[src/rtl/sbpr_pkg.sv]
package sbpr_pkg;

    // Frame layout: positions of the bytes that the responder keeps.
    localparam logic [3:0] PosFirst     = 4'd0;
    localparam logic [3:0] PosId        = 4'd2;
    localparam logic [3:0] PosInstr     = 4'd4;
    localparam logic [3:0] PosPosLow    = 4'd6;
    localparam logic [3:0] PosPosHigh   = 4'd7;
    // A count of eight means a write frame waits for its checksum byte.
    localparam logic [3:0] CountAwaitCs = 4'd8;

    localparam logic [7:0] InstrWrite   = 8'h03;
    localparam logic [7:0] InstrRead    = 8'h02;
    localparam logic [7:0] LfsrTaps     = 8'h30;
    localparam logic [7:0] LfsrSeed     = 8'h2F;
    localparam logic [7:0] ReplyHead    = 8'hFF;
    localparam logic [7:0] ReplyLenCode = 8'h04;
    localparam logic [7:0] ReplyZero    = 8'h00;
    // Sum of the constant reply bytes, modulo 256.
    localparam logic [7:0] ReplyBias    = 8'(ReplyHead + ReplyHead + ReplyLenCode + ReplyZero);

    // Reply byte slots.
    localparam logic [2:0] SlotHead0 = 3'd0;
    localparam logic [2:0] SlotHead1 = 3'd1;
    localparam logic [2:0] SlotId    = 3'd2;
    localparam logic [2:0] SlotLen   = 3'd3;
    localparam logic [2:0] SlotZero  = 3'd4;
    localparam logic [2:0] SlotLow   = 3'd5;
    localparam logic [2:0] SlotHigh  = 3'd6;
    localparam logic [2:0] SlotCsum  = 3'd7;

    typedef struct packed {
        logic [7:0] id;
        logic [7:0] low;
        logic [7:0] high;
        logic [7:0] csum;
    } reply_t;

endpackage

[src/rtl/servo_bus_position_responder.sv]
// Channel   Direction  Handshake          Payload
// s_        in         s_valid/s_ready    s_command (1), s_rx_byte (8)
// m_        out        m_valid/m_ready    m_tx_byte (8), m_last_byte (1)
//
// A request moves into the input register when accepted and updates the frame state from
// there; a completed read frame passes the reply register and the serializer to the
// output register, then moves one byte per cycle while m_ready is high.
// The eighth byte of a frame waits in the input register until an earlier reply has been
// fully loaded into the output register; all other requests keep flowing.
// Synchronous reset (aresetn, active low) clears frame count, valid bits; reseeds noise.
module servo_bus_position_responder #(
    parameter int MOTOR_COUNT = 18
) (
    input  logic       aclk,
    input  logic       aresetn,
    input  logic       s_valid,
    output logic       s_ready,
    input  logic       s_command,
    input  logic [7:0] s_rx_byte,
    output logic       m_valid,
    input  logic       m_ready,
    output logic [7:0] m_tx_byte,
    output logic       m_last_byte
);

    import sbpr_pkg::*;

    logic   reply_valid;
    logic   reply_busy;
    reply_t reply;

    // Frame assembly, checksum checks, the position store and the noise generator.
    sbpr_frame #(
        .MOTOR_COUNT (MOTOR_COUNT)
    ) u_frame (
        .aclk        (aclk),
        .aresetn     (aresetn),
        .s_valid     (s_valid),
        .s_ready     (s_ready),
        .s_command   (s_command),
        .s_rx_byte   (s_rx_byte),
        .reply_busy  (reply_busy),
        .reply_valid (reply_valid),
        .reply       (reply)
    );

    // The reply serializer holds one reply and feeds the output register.
    sbpr_reply u_reply (
        .aclk        (aclk),
        .aresetn     (aresetn),
        .reply_valid (reply_valid),
        .reply       (reply),
        .reply_busy  (reply_busy),
        .m_valid     (m_valid),
        .m_ready     (m_ready),
        .m_tx_byte   (m_tx_byte),
        .m_last_byte (m_last_byte)
    );

endmodule

[src/rtl/sbpr_ram.sv]
module sbpr_ram #(
    parameter int WIDTH = 16,
    parameter int DEPTH = 18,
    localparam int AddrW = (DEPTH > 1) ? $clog2(DEPTH) : 1
) (
    input  logic             aclk,
    input  logic             we,
    input  logic [AddrW-1:0] waddr,
    input  logic [WIDTH-1:0] wdata,
    input  logic [AddrW-1:0] raddr,
    output logic [WIDTH-1:0] rdata
);

    logic [WIDTH-1:0] mem [DEPTH];
    logic [WIDTH-1:0] rdata_reg;

    always_ff @(posedge aclk) begin
        if (we) begin
            mem[waddr] <= wdata;
        end
        rdata_reg <= mem[raddr];
    end

    assign rdata = rdata_reg;

endmodule

[src/rtl/sbpr_frame.sv]
module sbpr_frame #(
    parameter int MOTOR_COUNT = 18
) (
    input  logic            aclk,
    input  logic            aresetn,
    input  logic            s_valid,
    output logic            s_ready,
    input  logic            s_command,
    input  logic [7:0]      s_rx_byte,
    input  logic            reply_busy,
    output logic            reply_valid,
    output sbpr_pkg::reply_t reply
);

    import sbpr_pkg::*;

    localparam int AddrW = (MOTOR_COUNT > 1) ? $clog2(MOTOR_COUNT) : 1;
    localparam int VDepth = 1 << AddrW;
    localparam logic [7:0] IdLimit = 8'(MOTOR_COUNT);

    logic             in_valid_reg;
    logic             in_cmd_reg;
    logic [7:0]       in_byte_reg;
    logic [3:0]       count_reg;
    logic [3:0]       count_next;
    logic [7:0]       sum_reg;
    logic [7:0]       sum_next;
    logic [7:0]       id_reg;
    logic [7:0]       instr_reg;
    logic [7:0]       low_reg;
    logic [7:0]       high_reg;
    logic [7:0]       lfsr_reg;
    logic [7:0]       lfsr_next;
    logic [VDepth-1:0] valid_reg;
    logic             rd_valid_reg;

    logic             consume;
    logic             byte_in;
    logic [7:0]       sum_with;
    logic             id_ok;
    logic             pos_we;
    logic             do_reply;
    logic [AddrW-1:0] addr;
    logic [15:0]      rd_data;
    logic [15:0]      pos;

    // A byte that may complete a read frame waits while a reply is still going out.
    assign consume  = in_valid_reg && !(reply_busy && !in_cmd_reg && count_reg == PosPosHigh);
    assign s_ready  = !in_valid_reg || consume;
    assign byte_in  = consume && !in_cmd_reg;
    assign sum_with = sum_reg + in_byte_reg;
    assign id_ok    = id_reg < IdLimit;
    assign addr     = id_reg[AddrW-1:0];

    assign pos_we   = byte_in && count_reg == CountAwaitCs && sum_with == 8'h00 && id_ok;
    assign do_reply = byte_in && count_reg == PosPosHigh && instr_reg == InstrRead
                      && sum_with == 8'h00 && id_ok;

    always_comb begin
        count_next = count_reg;
        sum_next   = sum_reg;
        if (consume) begin
            if (in_cmd_reg || count_reg == CountAwaitCs) begin
                count_next = PosFirst;
            end else if (count_reg == PosPosHigh) begin
                count_next = (instr_reg == InstrWrite) ? CountAwaitCs : PosFirst;
                sum_next   = sum_with;
            end else begin
                count_next = count_reg + 4'd1;
                sum_next   = (count_reg == PosFirst) ? in_byte_reg : sum_with;
            end
        end
    end

    assign lfsr_next = lfsr_reg[0] ? ((lfsr_reg >> 1) ^ LfsrTaps) : (lfsr_reg >> 1);

    sbpr_ram #(
        .WIDTH (16),
        .DEPTH (MOTOR_COUNT)
    ) u_pos_ram (
        .aclk  (aclk),
        .we    (pos_we),
        .waddr (addr),
        .wdata ({high_reg, low_reg}),
        .raddr (addr),
        .rdata (rd_data)
    );

    assign pos = rd_valid_reg ? rd_data : 16'h0000;

    always_ff @(posedge aclk) begin
        if (!aresetn) begin
            in_valid_reg <= 1'b0;
            count_reg    <= PosFirst;
            lfsr_reg     <= LfsrSeed;
            valid_reg    <= '0;
            rd_valid_reg <= 1'b0;
            reply_valid  <= 1'b0;
        end else begin
            if (s_ready) begin
                in_valid_reg <= s_valid;
            end
            count_reg    <= count_next;
            rd_valid_reg <= valid_reg[addr];
            if (pos_we) begin
                valid_reg[addr] <= 1'b1;
            end
            if (do_reply) begin
                lfsr_reg <= lfsr_next;
            end
            reply_valid <= do_reply;
        end
    end

    always_ff @(posedge aclk) begin
        if (s_valid && s_ready) begin
            in_cmd_reg  <= s_command;
            in_byte_reg <= s_rx_byte;
        end
        sum_reg <= sum_next;
        if (byte_in) begin
            case (count_reg)
                PosId:      id_reg    <= in_byte_reg;
                PosInstr:   instr_reg <= in_byte_reg;
                PosPosLow:  low_reg   <= in_byte_reg;
                PosPosHigh: high_reg  <= in_byte_reg;
                default: ;
            endcase
        end
        if (do_reply) begin
            reply.id   <= id_reg;
            reply.low  <= pos[7:0] + lfsr_next;
            reply.high <= pos[15:8];
            reply.csum <= ~(ReplyBias + id_reg + 8'(pos[7:0] + lfsr_next));
        end
    end

endmodule

[src/rtl/sbpr_reply.sv]
module sbpr_reply (
    input  logic             aclk,
    input  logic             aresetn,
    input  logic             reply_valid,
    input  sbpr_pkg::reply_t reply,
    output logic             reply_busy,
    output logic             m_valid,
    input  logic             m_ready,
    output logic [7:0]       m_tx_byte,
    output logic             m_last_byte
);

    import sbpr_pkg::*;

    logic       busy_reg;
    logic [2:0] slot_reg;
    reply_t     rep_reg;
    logic       m_valid_reg;
    logic [7:0] m_tx_byte_reg;
    logic       m_last_byte_reg;
    logic       load;
    logic [7:0] slot_byte;

    assign load = busy_reg && (!m_valid_reg || m_ready);

    always_comb begin
        case (slot_reg)
            SlotHead0: slot_byte = ReplyHead;
            SlotHead1: slot_byte = ReplyHead;
            SlotId:    slot_byte = rep_reg.id;
            SlotLen:   slot_byte = ReplyLenCode;
            SlotZero:  slot_byte = ReplyZero;
            SlotLow:   slot_byte = rep_reg.low;
            SlotHigh:  slot_byte = rep_reg.high;
            SlotCsum:  slot_byte = rep_reg.csum;
            default:   slot_byte = ReplyZero;
        endcase
    end

    always_ff @(posedge aclk) begin
        if (!aresetn) begin
            busy_reg    <= 1'b0;
            slot_reg    <= SlotHead0;
            m_valid_reg <= 1'b0;
        end else begin
            if (reply_valid) begin
                busy_reg <= 1'b1;
                slot_reg <= SlotHead0;
            end else if (load) begin
                slot_reg <= slot_reg + 3'd1;
                if (slot_reg == SlotCsum) begin
                    busy_reg <= 1'b0;
                end
            end
            if (load) begin
                m_valid_reg <= 1'b1;
            end else if (m_ready) begin
                m_valid_reg <= 1'b0;
            end
        end
    end

    always_ff @(posedge aclk) begin
        if (reply_valid) begin
            rep_reg <= reply;
        end
        if (load) begin
            m_tx_byte_reg   <= slot_byte;
            m_last_byte_reg <= (slot_reg == SlotCsum);
        end
    end

    assign reply_busy  = busy_reg;
    assign m_valid     = m_valid_reg;
    assign m_tx_byte   = m_tx_byte_reg;
    assign m_last_byte = m_last_byte_reg;

endmodule

[config.mk]
export PLATFORM = sky130hd
export DESIGN_NAME = servo_bus_position_responder
export DESIGN_NICKNAME = d
export VERILOG_FILES = /design/src/rtl/sbpr_pkg.sv /design/src/rtl/servo_bus_position_responder.sv /design/src/rtl/sbpr_ram.sv /design/src/rtl/sbpr_frame.sv /design/src/rtl/sbpr_reply.sv
export SDC_FILE = /design/constraint.sdc
export NUM_CORES = 1
export LEC_CHECK = 0
export BUFFER_PORTS_ARGS = -buffer_cell sky130_fd_sc_hd__buf_2
export CORE_MARGIN = 1
export CORE_UTILIZATION = 56
export CTS_BUF_LIST = sky130_fd_sc_hd__clkbuf_4 sky130_fd_sc_hd__clkbuf_8 sky130_fd_sc_hd__clkbuf_16
export DETAILED_ROUTE_END_ITERATION = 10
export PLACE_DENSITY = 0.79
export RECOVER_POWER = 25
export SLEW_MARGIN = 20
export SYNTH_ARGS = -nofsm -noshare
export SYNTH_HDL_FRONTEND = slang
export SYNTH_SLANG_ARGS = --single-unit
export TNS_END_PERCENT = 100
[constraint.sdc]
create_clock -name aclk -period 3.6 [get_ports aclk]
set_input_delay 0 -clock aclk [delete_from_list [all_inputs] [get_ports aclk]]
set_output_delay 0 -clock aclk [all_outputs]
set_load 0.05 [all_outputs]
==> results of run 1 <==
## stage by stage
stage | total power [mW] | TNS (ps) | cell area (sq um) | instances
3_3_place_gp | 6.18 | 0 | 19600 | 1518
3_5_place_dp | 6.18 | 0 | 19600 | 1518
6_report | 10.6 | 0 | 21200 | 1614
5_1_grt | 10.9 | 0 | 21200 | 1614
4_1_cts | 10.7 | 0 | 21200 | 1614
2_1_floorplan | 6.14 | -47460 | 18700 | 1053
## per-layer routing
metal | wire length (um) | up-vias | track usage (%)
met3 | 3160 | 94 | 4.09
met1 | 15100 | 5026 | 31.1
met4 | 1030 | 0 | 8.03
li1 | - | 4332 | -
met2 | 19300 | 472 | 39.3
met5 | 0 | - | 0
## power breakdown
group,leakage (nW),switching [mW],internal (mW)
clock,0.714,1.90,2.62
sequential,4.21,0.0127,5.92
combinational,2.09,0.0918,0.0581
## cell type report
cell class / instances / area [sq um] / share of cell area, %
Clock buffer: 61 / 1270 / 6.00
Clock inverter: 21 / 155 / 0.733
Inverter: 33 / 124 / 0.585
Multi-Input combinational cell: 495 / 4820 / 22.8
Sequential cell: 476 / 13600 / 64.4
Tap cell: 442 / 553 / 2.61
Timing Repair Buffer: 86 / 612 / 2.89
## cell families (layout without fill, tap and decap cells)
logic type	count (synthesis)	in the layout	synth area share (%)
AO/OA/AOI/OAI	139	139	4.94
XOR/XNOR	22	22	1.19
adder cells (fa/ha/maj)	38	38	2.67
buffers and inverters	82	201	1.68
flip-flops	476	476	73.0
multiplexers	118	118	11.6
AND/OR/NAND/NOR	178	178	4.94
## critical path, cell delays in order, from the launching register on
cell and delay [ps]:
edfxtp_1 350, ha_1 190, inv_1 90, fa_1 460, nand2b_1 220, a21o_1 170
a211oi_1 250, and3_1 300, nand4_1 130, buf_4 260, nor3_2 420, buf_4 250
## Yosys cell counts (8+ instances only)
cell and number:
a21oi_1 19, a22oi_1 33, and2_1 29, buf_1 8, clkbuf_1 36, dfxtp_1 66
edfxtp_1 410, ha_1 35, inv_1 32, mux2_2 42, mux4_2 74, nand2_1 45
nand3_1 14, nor2_1 23, nor3_1 27, o21ai_0 43, xnor2_1 11, xor2_1 9
## timing repair
action | 4_1_cts | 5_1_grt
hold buffers | 14 | 0
setup endpoints to repair | 0 | 1
hold endpoints to repair | 31 | 0
setup buffers | 0 | 0
resized for setup | 0 | 3
## layout by cell type, fill, tap and decap left out, types with 4 or more instances in the layout
master | netlist | final
nor3_2 | 0 | 19
xnor2_1 | 11 | 11
clkbuf_16 | 0 | 46
nor3_1 | 27 | 8
nand2b_1 | 6 | 6
clkbuf_1 | 36 | 7
a21oi_1 | 19 | 18
nor2_1 | 23 | 22
dfxtp_1 | 66 | 64
a22oi_1 | 33 | 33
and2_0 | 0 | 11
nand3_1 | 14 | 14
clkinv_2 | 0 | 6
dlygate4sd3_1 | 0 | 14
edfxtp_1 | 410 | 410
ha_1 | 35 | 35
mux2_2 | 42 | 42
clkbuf_4 | 0 | 14
inv_1 | 32 | 32
nand4_1 | 5 | 5
mux4_2 | 74 | 74
o211ai_1 | 6 | 6
buf_2 | 5 | 22
buf_4 | 0 | 42
a21o_1 | 6 | 6
nor4_1 | 6 | 6
xor2_1 | 9 | 9
o21ai_0 | 43 | 43
and2_1 | 29 | 18
o21bai_1 | 4 | 4
a222oi_1 | 7 | 7
o41ai_1 | 6 | 6
clkinv_1 | 1 | 12
nand2_1 | 45 | 45
## worst paths after layout
kind	from	to	cells after the start
setup / recovery	u_frame.in_byte_reg[0]	u_frame.u_pos_ram.mem[9][8]	11
hold / removal	s_command	u_frame.in_cmd_reg	2
setup reg to reg	u_frame.in_byte_reg[0]	u_frame.u_pos_ram.mem[9][8]	11
hold reg to reg	u_frame.reply[6]	u_reply.rep_reg[6]	0
==> flow_summary.json, run 1 <==
{
  "syn2layout_area_growth_pct": 13.4,
  "hold_path_class": "primary input to register",
  "drc": 0,
  "p_per_area_nw_per_um2": 501,
  "antenna_left": 0,
  "period_share_pct": 94.1,
  "ioPinCount": 24,
  "core-area_sq_um": 32700,
  "gr-total-overflow": 0,
  "crit_required_ps": 3850,
  "synthFlopType": "edfxtp_1",
  "vias_per_cell": 6.15,
  "synth.top_cell.area_share_pct": 65.9,
  "peakVddDrop_mv": 0.517,
  "synth_top_cell_by_area": "edfxtp_1",
  "num_rows": 66,
  "slew_headroom_pct": -11.2,
  "finalHoldViolCount": 0,
  "ys_warn_count": 0,
  "drt_iter0_drc": 963,
  "drv_slew": 44,
  "arrival_ps": 3630,
  "tightest_slew_ps": 1670,
  "largest_register_ffs": 288,
  "fin_crit_ps": 3390,
  "fin_nets": 1188,
  "worst_skew_pair.late_latency_ps": 550,
  "setup_ws_ps": 213,
  "synth.distinct_cells": 54,
  "htreeDepth": 2,
  "grt_usage_pct": 23.4,
  "utilization_pct": 64.8,
  "firstDrtPassIters": 5,
  "antenna_found_initial": 0,
  "cts-root-buf": "clkbuf_16",
  "clkTransAtPathRegs_ps": 60,
  "diodes": 0,
  "fmax_mhz": 295,
  "dp_hpwl_um": 23700,
  "cts_sinks": 476,
  "cts_tree": "built",
  "syn_avg_cell_area_sq_um": 17.7,
  "routabilityCongestion": 0.862,
  "synth_edf_count": 410,
  "post-place-ws_ps": 137,
  "synthArstFlopShare_pct": 0,
  "seq_area_frac_synth_pct": 73.0,
  "grt_max_degree": 49,
  "finClkSkew_ps": 19.8,
  "dieArea_sq_um": 34100,
  "grt_pass1_wl_um": 58400,
  "finalSetupViolations": 0,
  "yosys-top-cells-area": "edfxtp_1 66%, mux4_2 8.9%, dfxtp_1 7.1%",
  "violations": "max-capacitance violations, max-slew violations",
  "numCtsBuffers": 45,
  "synth_fp_nets": 1104,
  "fill_cells": 2184,
  "die_w_um": 185,
  "synth_cells": 1053,
  "whs_ps": 167,
  "die_y_um": 185,
  "status": "finished, violations left",
  "vias": 9924,
  "layout-drive-gt1-share_pct": 23.9,
  "rsz0062_at_grt": "no",
  "wire_per_inst_um": 23.9,
  "r2r_slack_ps": 210,
  "initial_core_util_pct": 57.1,
  "wl_um": 38600,
  "grt_pass1_vias": 9993,
  "synth-seq-cells": 476,
  "worstSetupPathType": "register to register",
  "portBuffers": 23,
  "startpoint_type": "register",
  "clk_path_buf_depth": 3,
  "crit_path_end_kind": "register",
  "crit_path_max_fanout": 20,
  "regMostFlops": "u_frame.u_pos_ram.mem",
  "p_leak_nw": 7.02,
  "netlist_area_sq_um": 18700,
  "max_cap_violations": 1
}
(Power assumes the default switching activity.)
==> run 2: changes to the inputs <==
--- a/config.mk
+++ b/config.mk
@@ -10,7 +10,7 @@
 export CORE_UTILIZATION = 56
 export CTS_BUF_LIST = sky130_fd_sc_hd__clkbuf_4 sky130_fd_sc_hd__clkbuf_8 sky130_fd_sc_hd__clkbuf_16
 export DETAILED_ROUTE_END_ITERATION = 10
-export PLACE_DENSITY = 0.79
+export PLACE_DENSITY_LB_ADDON = 0.15
 export RECOVER_POWER = 25
 export SLEW_MARGIN = 20
 export SYNTH_ARGS = -nofsm -noshare
==> constraint.sdc (replaced) <==
create_clock -name aclk -period 3 [get_ports aclk]
set_input_delay 0 -clock aclk [delete_from_list [all_inputs] [get_ports aclk]]
set_output_delay 0 -clock aclk [all_outputs]
set_load 0.05 [all_outputs]
==> run 2 against run 1 <==
  * Non-clock buffer count up 43
  * Cell area up 5.2%
  * Combinational power up 48%
  * Die area unchanged
  * Largest cell class unchanged
  * Sequential share of layout area down 3.2 points
  * Global-route usage down 0.16 points
  * Clock skew up 4.6 ps
  * Final cell count up 2.9%
  * Total power up 23%
  * The run ends with negative setup slack left
  * First-iteration DRC count down 15%
  * Via count down 1.1%
  * Utilization up 3.4 points
==> flow_summary.json, run 2 (synthesis results as in run 1) <==
{
  "cts_tree": "built",
  "violations": "negative setup slack",
  "utilization_pct": 68.1,
  "p_per_area_nw_per_um2": 586,
  "critical-path-max-stage-delay_ps": 460,
  "clkTransAtPathRegs_ps": 70,
  "antenna_left": 0,
  "drv_slew": 0,
  "arrival_ps": 3350,
  "antenna_found_initial": 0,
  "hp-start": "s_rx_byte[2]",
  "finalPower_mw": 13.1,
  "finClkSkew_ps": 24.4,
  "clk_path_buf_depth": 3,
  "initial_core_util_pct": 57.1,
  "crit_required_ps": 3290,
  "drc": 0,
  "die_y_um": 185,
  "path_delay_family": "adder cells",
  "peakVddDrop_mv": 0.570,
  "gr-total-overflow": 0,
  "grt_usage_pct": 23.3,
  "grt_pass1_vias": 9606,
  "worstSetupPathType": "register to register",
  "largest_register_ffs": 288,
  "status": "finished, violations left",
  "syn2layout_area_growth_pct": 19.3,
  "portBuffers": 23,
  "drt_iter0_drc": 815,
  "r2r_slack_ps": -50,
  "grt_max_degree": 77,
  "slew_headroom_pct": 52.5,
  "layout-drive-gt1-share_pct": 29.6,
  "rsz0062_at_grt": "yes",
  "period_share_pct": 102,
  "crit_path_end_kind": "register",
  "ff2ff_path_depth": 14,
  "crit_path_max_fanout": 4,
  "routabilityCongestion": 0.848,
  "vias_per_cell": 5.91,
  "fmax_mhz": 327,
  "grt_pass1_wl_um": 57600,
  "die_w_um": 185,
  "hold_path_class": "primary input to register",
  "critPathSlowestCell": "fa_2",
  "holdPathEnd": "u_frame.in_byte_reg[2]",
  "wire_per_inst_um": 23.4,
  "max_cap_violations": 0,
  "place_area_sq_um": 20300,
  "finalHoldViolCount": 0,
  "htreeDepth": 2,
  "tns_ps": -54.5,
  "setup_ws_ps": -54.5,
  "rr_startpoint": "u_frame.rd_valid_reg",
  "wl_um": 38900,
  "fin_nets": 1233,
  "crit_chain": "and2_4 > ha_4 > inv_2 > fa_2 > ha_4 > inv_2 > ha_4 > fa_2 > a21o_1 > a21oi_4 > o21bai_1 > a21oi_2 > xnor2_2 > xnor2_1",
  "p_leak_nw": 7.63,
  "firstDrtPassIters": 5,
  "crit_top_cell": "ha_4",
  "worst_skew_pair.late_latency_ps": 570,
  "cp_num_buf_inv": 2,
  "dieArea_sq_um": 34100,
  "rr_endpoint": "u_frame.reply[7]",
  "ioPinCount": 24,
  "finalSetupViolations": 1,
  "numCtsBuffers": 47,
  "final_common_cell": "edfxtp_1",
  "dp_hpwl_um": 23300,
  "regMostFlops": "u_frame.u_pos_ram.mem",
  "tightest_slew_ps": 712,
  "num_rows": 66,
  "vias": 9812,
  "min_path_cells": 2,
  "core-area_sq_um": 32700,
  "cts-root-buf": "clkbuf_16",
  "fin_crit_ps": 3050,
  "cts_sinks": 476,
  "startpoint_type": "register",
  "diodes": 0,
  "mostFrequentLayoutCells": "410 x edfxtp_1, 74 x mux4_2, 65 x dfxtp_1",
  "final_area_sq_um": 22300
}
-- run 2: what timing repair did --
| item | 4_1_cts | 5_1_grt |
|---|---|---|
| endpoints found under the hold margin | 14 | 0 |
| pin swaps | 20 | 20 |
| gates cloned | 0 | 5 |
| gates resized for setup | 14 | 11 |
| hold buffers | 12 | 0 |
| setup buffers | 2 | 11 |
| setup endpoints to repair | 58 | 328 |
-- run 2: worst register-to-register path, delay by kind of cell (launching register included) --
family / cells / cell delay (ps)
adder cells (fa/ha/maj): 5 / 1380
AO/OA/AOI/OAI: 4 / 620
buffers and inverters: 2 / 90
AND/OR/NAND/NOR: 1 / 160
XOR/XNOR: 2 / 210
flip-flops: 1 / 330
-- run 2: routing by layer --
metal	part of all wire [%]	global-route usage [%]
met1	43	32.3
met2	50	39.2
met5	0	0
met4	1.5	5.53
met3	5.7	3.18
-- run 2: metrics by stage --
step	setup WS (ps)	hold WS (ps)	std cells
after detailed placement	-128	178	1545
after global placement	-33.6	176	1545
after floorplan	-96.3	98.9	1053
after CTS	-34.1	134	1645
after global routing	-165	166	1661
final	-54.5	168	1661
-- run 2: how the worst max path moves through the flow --
stage                                    start          endpoint  slack [ps]  cells past startpoint
after detailed placement  u_frame.rd_valid_reg  u_frame.reply[7]        -130                     15
final                     u_frame.rd_valid_reg  u_frame.reply[7]         -50                     14
after global placement    u_frame.rd_valid_reg  u_frame.reply[7]         -30                     15
after CTS                 u_frame.rd_valid_reg  u_frame.reply[7]         -30                     14
after global routing      u_frame.rd_valid_reg  u_frame.reply[7]        -170                     14
after floorplan           u_frame.rd_valid_reg  u_frame.reply[7]        -100                     15
-- run 2: where the power goes --
group          switching [mW]  internal [mW]
Combinational           0.128         0.0949
Sequential             0.0104           7.11
Clock                    2.42           3.31
Total                    2.55           10.5
-- run 2: final cells by class --
type	count	area, sq um
inverters	33	124
clock buffers	60	1280
well taps	442	553
fillers	2130	10400
clock inverters	26	248
repair buffers	129	1310
flip-flops and latches	476	13600
multi-input cells	495	5130
